===== config.mk =====
export PLATFORM = sky130hd
export DESIGN_NAME = lav_rowout
export DESIGN_NICKNAME = d
export VERILOG_FILES = /design/src/design/lav_pkg.sv /design/src/design/lav_rowout.sv
export SDC_FILE = /design/constraint.sdc
export NUM_CORES = 1
export LEC_CHECK = 0
export BUFFER_PORTS_ARGS = -buffer_cell sky130_fd_sc_hd__buf_4
export CAP_MARGIN = 20
export CORE_AREA = 2 2 205 207
export DETAILED_ROUTE_END_ITERATION = 8
export DIE_AREA = 0 0 207 209
export GPL_TIMING_DRIVEN = 0
export SKIP_LAST_GASP = 1
export SYNTH_ARGS = -nofsm -noshare
export SYNTH_HDL_FRONTEND = slang
export SYNTH_SLANG_ARGS = --single-unit

===== constraint.sdc =====
create_clock -name clk -period 24.8 [get_ports clk]
set_input_delay 4.96 -clock clk [delete_from_list [all_inputs] [get_ports clk]]
set_output_delay 4.96 -clock clk [all_outputs]
set_load 0.02 [all_outputs]

===== src/design/lav_pkg.sv =====
// ----------------------------------------------------------------------------
// lav_pkg: shared types, widths and helpers of the look-at view matrix block
// Fixed-point format, derived data widths, pipeline depths and the rounding
// and saturation helpers used by the arithmetic stages.
// ----------------------------------------------------------------------------
package lav_pkg;

	localparam int FRAC_BITS = 16;

	// Unit vector component: magnitude up to 1.0, plus sign.
	localparam int FW = FRAC_BITS + 2;
	// Cross product term of a unit component with a 32-bit up component.
	localparam int NW = FW + 32;
	// u = r x f after rounding.
	localparam int UW = FW + 3;
	// Wide accumulator for sums before rounding.
	localparam int XW = UW + 34;
	// Normalizing shift amount.
	localparam int SAW = $clog2(NW);

	// Square root: 32 result bits, two per stage.
	localparam int SQ_STEPS  = 2;
	localparam int SQ_STAGES = 32 / SQ_STEPS;

	// Division: FRAC_BITS + 1 quotient bits, two per stage.
	localparam int DV_BITS   = FRAC_BITS + 1;
	localparam int DV_STEPS  = 2;
	localparam int DV_STAGES = (DV_BITS + DV_STEPS - 1) / DV_STEPS;
	localparam int NUMW      = FRAC_BITS + 32;

	localparam logic [1:0] REG_UP_X = 2'd0;
	localparam logic [1:0] REG_UP_Y = 2'd1;
	localparam logic [1:0] REG_UP_Z = 2'd2;

	localparam logic [31:0] UP_Y_RESET = 32'h0001_0000;

	typedef logic [31:0]   word_t;
	typedef logic [FW-1:0] fix_t;
	typedef logic [NW-1:0] nvec_t;

	typedef struct packed {
		word_t [2:0] eye;
		fix_t  [2:0] f;
		logic        degen;
	} side_t;

	// Rows 0 to 2, four entries each; row 3 is fixed.
	typedef struct packed {
		word_t [2:0][3:0] ent;
		logic             degen;
	} mat_t;

	// Shift right by FRAC_BITS, rounding half away from zero.
	function automatic logic signed [XW-1:0] round_shift(input logic signed [XW-1:0] x);
		logic [XW-1:0] m;
		m = x[XW-1] ? (~x + XW'(1)) : x;
		m = (m + (XW'(1) << (FRAC_BITS - 1))) >> FRAC_BITS;
		return x[XW-1] ? (~m + XW'(1)) : m;
	endfunction

	function automatic word_t sat32(input logic signed [XW-1:0] x);
		if (x[XW-1:31] == '0 || x[XW-1:31] == '1) begin
			return x[31:0];
		end
		return x[XW-1] ? 32'h8000_0000 : 32'h7fff_ffff;
	endfunction

endpackage


===== src/design/lav_rowout.sv =====
// ----------------------------------------------------------------------------
// lav_rowout: row serializer and output register
// Holds one finished matrix and sends its four rows as consecutive beats.
// ----------------------------------------------------------------------------
module lav_rowout import lav_pkg::*; (
	input  logic         clk,
	input  logic         arst_n,
	input  logic         in_valid,
	input  mat_t         in_m,
	output logic         free,
	output logic         m_axis_tvalid,
	input  logic         m_axis_tready,
	output logic [127:0] m_axis_tdata,
	output logic [2:0]   m_axis_tuser,
	output logic         m_axis_tlast
);

	localparam logic [1:0] ROW_R    = 2'd0;
	localparam logic [1:0] ROW_U    = 2'd1;
	localparam logic [1:0] ROW_F    = 2'd2;
	localparam logic [1:0] ROW_LAST = 2'd3;

	logic       busy_q;
	logic [1:0] row_q;
	mat_t       mat_q;
	logic       load;
	word_t      one;

	assign free = !busy_q || (m_axis_tready && row_q == ROW_LAST);
	assign load = in_valid && free;

	always_ff @(posedge clk or negedge arst_n) begin
		if (!arst_n) begin
			busy_q <= 1'b0;
			row_q  <= ROW_R;
		end else if (load) begin
			busy_q <= 1'b1;
			row_q  <= ROW_R;
		end else if (busy_q && m_axis_tready) begin
			if (row_q == ROW_LAST) begin
				busy_q <= 1'b0;
			end
			row_q <= row_q + 2'd1;
		end
	end

	always_ff @(posedge clk) begin
		if (load) begin
			mat_q <= in_m;
		end
	end

	assign one = mat_q.degen ? '0 : (word_t'(1) << FRAC_BITS);

	always_comb begin
		case (row_q)
			ROW_R:    m_axis_tdata = mat_q.ent[0];
			ROW_U:    m_axis_tdata = mat_q.ent[1];
			ROW_F:    m_axis_tdata = mat_q.ent[2];
			ROW_LAST: m_axis_tdata = {one, 96'b0};
			default:  m_axis_tdata = '0;
		endcase
	end

	assign m_axis_tvalid = busy_q;
	assign m_axis_tuser  = {mat_q.degen, row_q};
	assign m_axis_tlast  = row_q == ROW_LAST;

endmodule


==> results.yml <==
final_layout:
  final_common_cell: "buf_4"
  final_layout_size_suffix_gt1_share_pct: 44.4
  fin_nets: 1816
  n_antenna_cell: 0
  num-fill-cells: 3567
  layout.cells.non_filler: 1991
  mostFrequentLayoutCells: "buf_4 (528), edfxtp_1 (385), nand2_1 (132), a22oi_1 (127), o21ai_1 (113)"
  synthToLayoutAreaGrowth_pct: 43.3
critical_path:
  reg2reg_to: "mat_q[262]"
  reg2reg_slack_ns: 21.99
  crit_type: "input port to primary output"
  crit_required_ns: 19.84
  slowest_stage: "buf_4"
  critPathMaxStageDelay_ns: 0.18
  r2r_start: "row_q[0]"
  cp.depth: 4
  cp-start-kind: "input port"
  endpoint_kind: "primary output"
  crit_family: "buffers and inverters"
  path_cells: "buf_4 > nand2_1 > nand2_1 > buf_4"
  worst-r2r-cell-count: 7
  worstPathMaxFanout: 4
  cp.buffers_inverters: 2
  cp.arrival_ns: 5.42
synthesis:
  yosysTopAreaCell: "edfxtp_1"
  synth_cell_types: 20
  ys_seq_area_share_pct: 81.8
  yosysWarnings: 0
  synth_area_leaders: "edfxtp_1 (81%), a22oi_1 (6.7%), o21ai_1 (4.0%)"
  synthesis.area_um2: 14200
  ys_ff_latch: 388
  syn-num-nets: 1243
  synth.avg_cell_area_um2: 16.7
  syn_inst: 850
  synth_top_area_share_pct: 81.3
flow_run:
  maxCapViolCount: 0
grt:
  grt_pass1_wl_mm: 61.1
  antenna_found_initial: 1
  grt_max_degree: 71
  grt_pass1_vias: 9985
  grt_overflow: 0
  track_usage_pct: 18.8
die:
  rows: 75
  die-area_um2: 43300
  initial_core_util_pct: 34.5
  die_w_um: 207
  core-area_um2: 41300
  io-pin-count: 523
  dieHeight_um: 209
detailed_routing:
  viasPerCell: 4.83
  drt-total-wl_mm: 41.5
  drt-initial-drc-count: 737
  first_pass_iters: 5
  wl_per_cell_um: 20.8
  vias: 9618
  drc: 0
  antenna_left: 0
sta:
  min_period_ns: 10.38
  grt_setup_unrepaired: "false"
  final_hold_viol_count: 0
  setup_tns_ns: 0
  relSlewSlack_pct: 65.1
  fin_worst_skew_ns: 0.0105
  tightest_slew_ns: 0.524
  fmax_mhz: 96.4
  fin_crit_sh_pct: 41.8
  setup_viol: 0
  slew_viol_final: 0
  hold_slack_ns: 0.603
  finalWorstSetupSlack_ns: 14.42
clock_network:
  cts_setup_buffers: 0
  h-tree-depth: 2
  cts_buffers: 43
  numClockSinks: 388
  cts_tree: "yes"
  ctsResizeCount: 0
  clk_pin_slew_worst_paths_ns: 0.06
  clockBufferDepth: 3
  cts-hold-fix-buffers: 0
  clk_latency_ns: 0.54
  root_buffer: "clkbuf_16"
placement:
  dp_cells: 1917
  portBuffers: 522
  gp_congestion: 0.820
  pre_cts_slack_ns: 14.43
  dp_hpwl_mm: 29.8
worst_hold_path:
  min_from: "row_q[1]"
  worst_hold_path.endpoint: "row_q[1]"
  min_path_cells: 2
  min_path_type: "flip-flop to flip-flop"
power_and_ir_drop:
  power.total_w: 0.00238
  ir_worst_vdd_mv: 0.0680
  power.density_nw_per_um2: 117
  p_leak_nw: 7.82
status:
  status: "finished, final reports clean"
power by group:
group	leakage [nW]	internal, W	total [W]	switching (W)
Combinational	3.59	0.000343	0.000919	0.000576
Sequential	3.53	0.000807	0.000827	0.0000195
Clock	0.691	0.000391	0.000638	0.000246
Total	7.82	0.00154	0.00238	0.000842
synth_stat cells:
library cell and count:
clkbuf_1 1, nand2_1 132, o21ai_1 113, buf_2 38, a32oi_1 1, nor2b_1 1
nor2_1 1, edfxtp_1 385, a22oi_1 127, o21ai_0 17, nand4_1 1, ha_1 4
nand3_1 1, dfrtp_1 3, and2_1 1, inv_1 3, nand2b_1 2, a21oi_1 1
buf_6 12, buf_4 6
sequential cells by signal (all words and copies together), names as in the netlist:
register / flops
mat_q: 384
m_axis_tvalid: 1
row_q: 2
m_axis_tuser: 1
per-layer routing:
layer	part of all wire [%]	up-vias	global-route usage, %
met5	0	-	0
met4	3.8	0	8.37
met3	9.0	83	6.34
met2	49	453	30.9
met1	38	4612	22.4
li1	-	4470	-
how the worst max path moves through the flow:
stage / from / to
2_1_floorplan: m_axis_tready / m_axis_tuser[2]
6_report: m_axis_tready / free
3_5_place_dp: m_axis_tready / free
5_1_grt: m_axis_tready / free
3_3_place_gp: m_axis_tready / mat_q[134]
4_1_cts: m_axis_tready / free
stage by stage:
stage	instance area, µm²	util [%]
after floorplan	14200	-
after global placement	18800	45.6
after detailed placement	19000	46.0
after CTS	20400	49.4
after global routing	20400	49.4
final	20400	49.4
area by class of cell:
type / instances / area (µm²) / area share, %
sequential: 388 / 11600 / 57.1
timing repair buffer: 528 / 4080 / 20.0
multi-input combinational: 402 / 2210 / 10.8
clock buffer: 54 / 1160 / 5.69
tap: 539 / 674 / 3.31
buffer: 57 / 374 / 1.83
clock inverter: 20 / 243 / 1.19
inverter: 3 / 11.3 / 0.0552
logic make-up after synthesis:
logic type | Yosys count | share of synthesized area [%]
flip-flops | 388 | 81.8
adder cells (fa/ha/maj) | 4 | 0.352
buffers and inverters | 60 | 2.71
AND/OR/NAND/NOR | 139 | 3.76
AO/OA/AOI/OAI | 259 | 11.4
worst min-delay path, delay by kind of cell, from the launching register on:
family	cells	cell delay, ns
DFF	1	0.42
AOI/OAI and AO/OA	1	0.09
and+or+nand+nor	1	0.05
(Power assumes the default switching activity.)
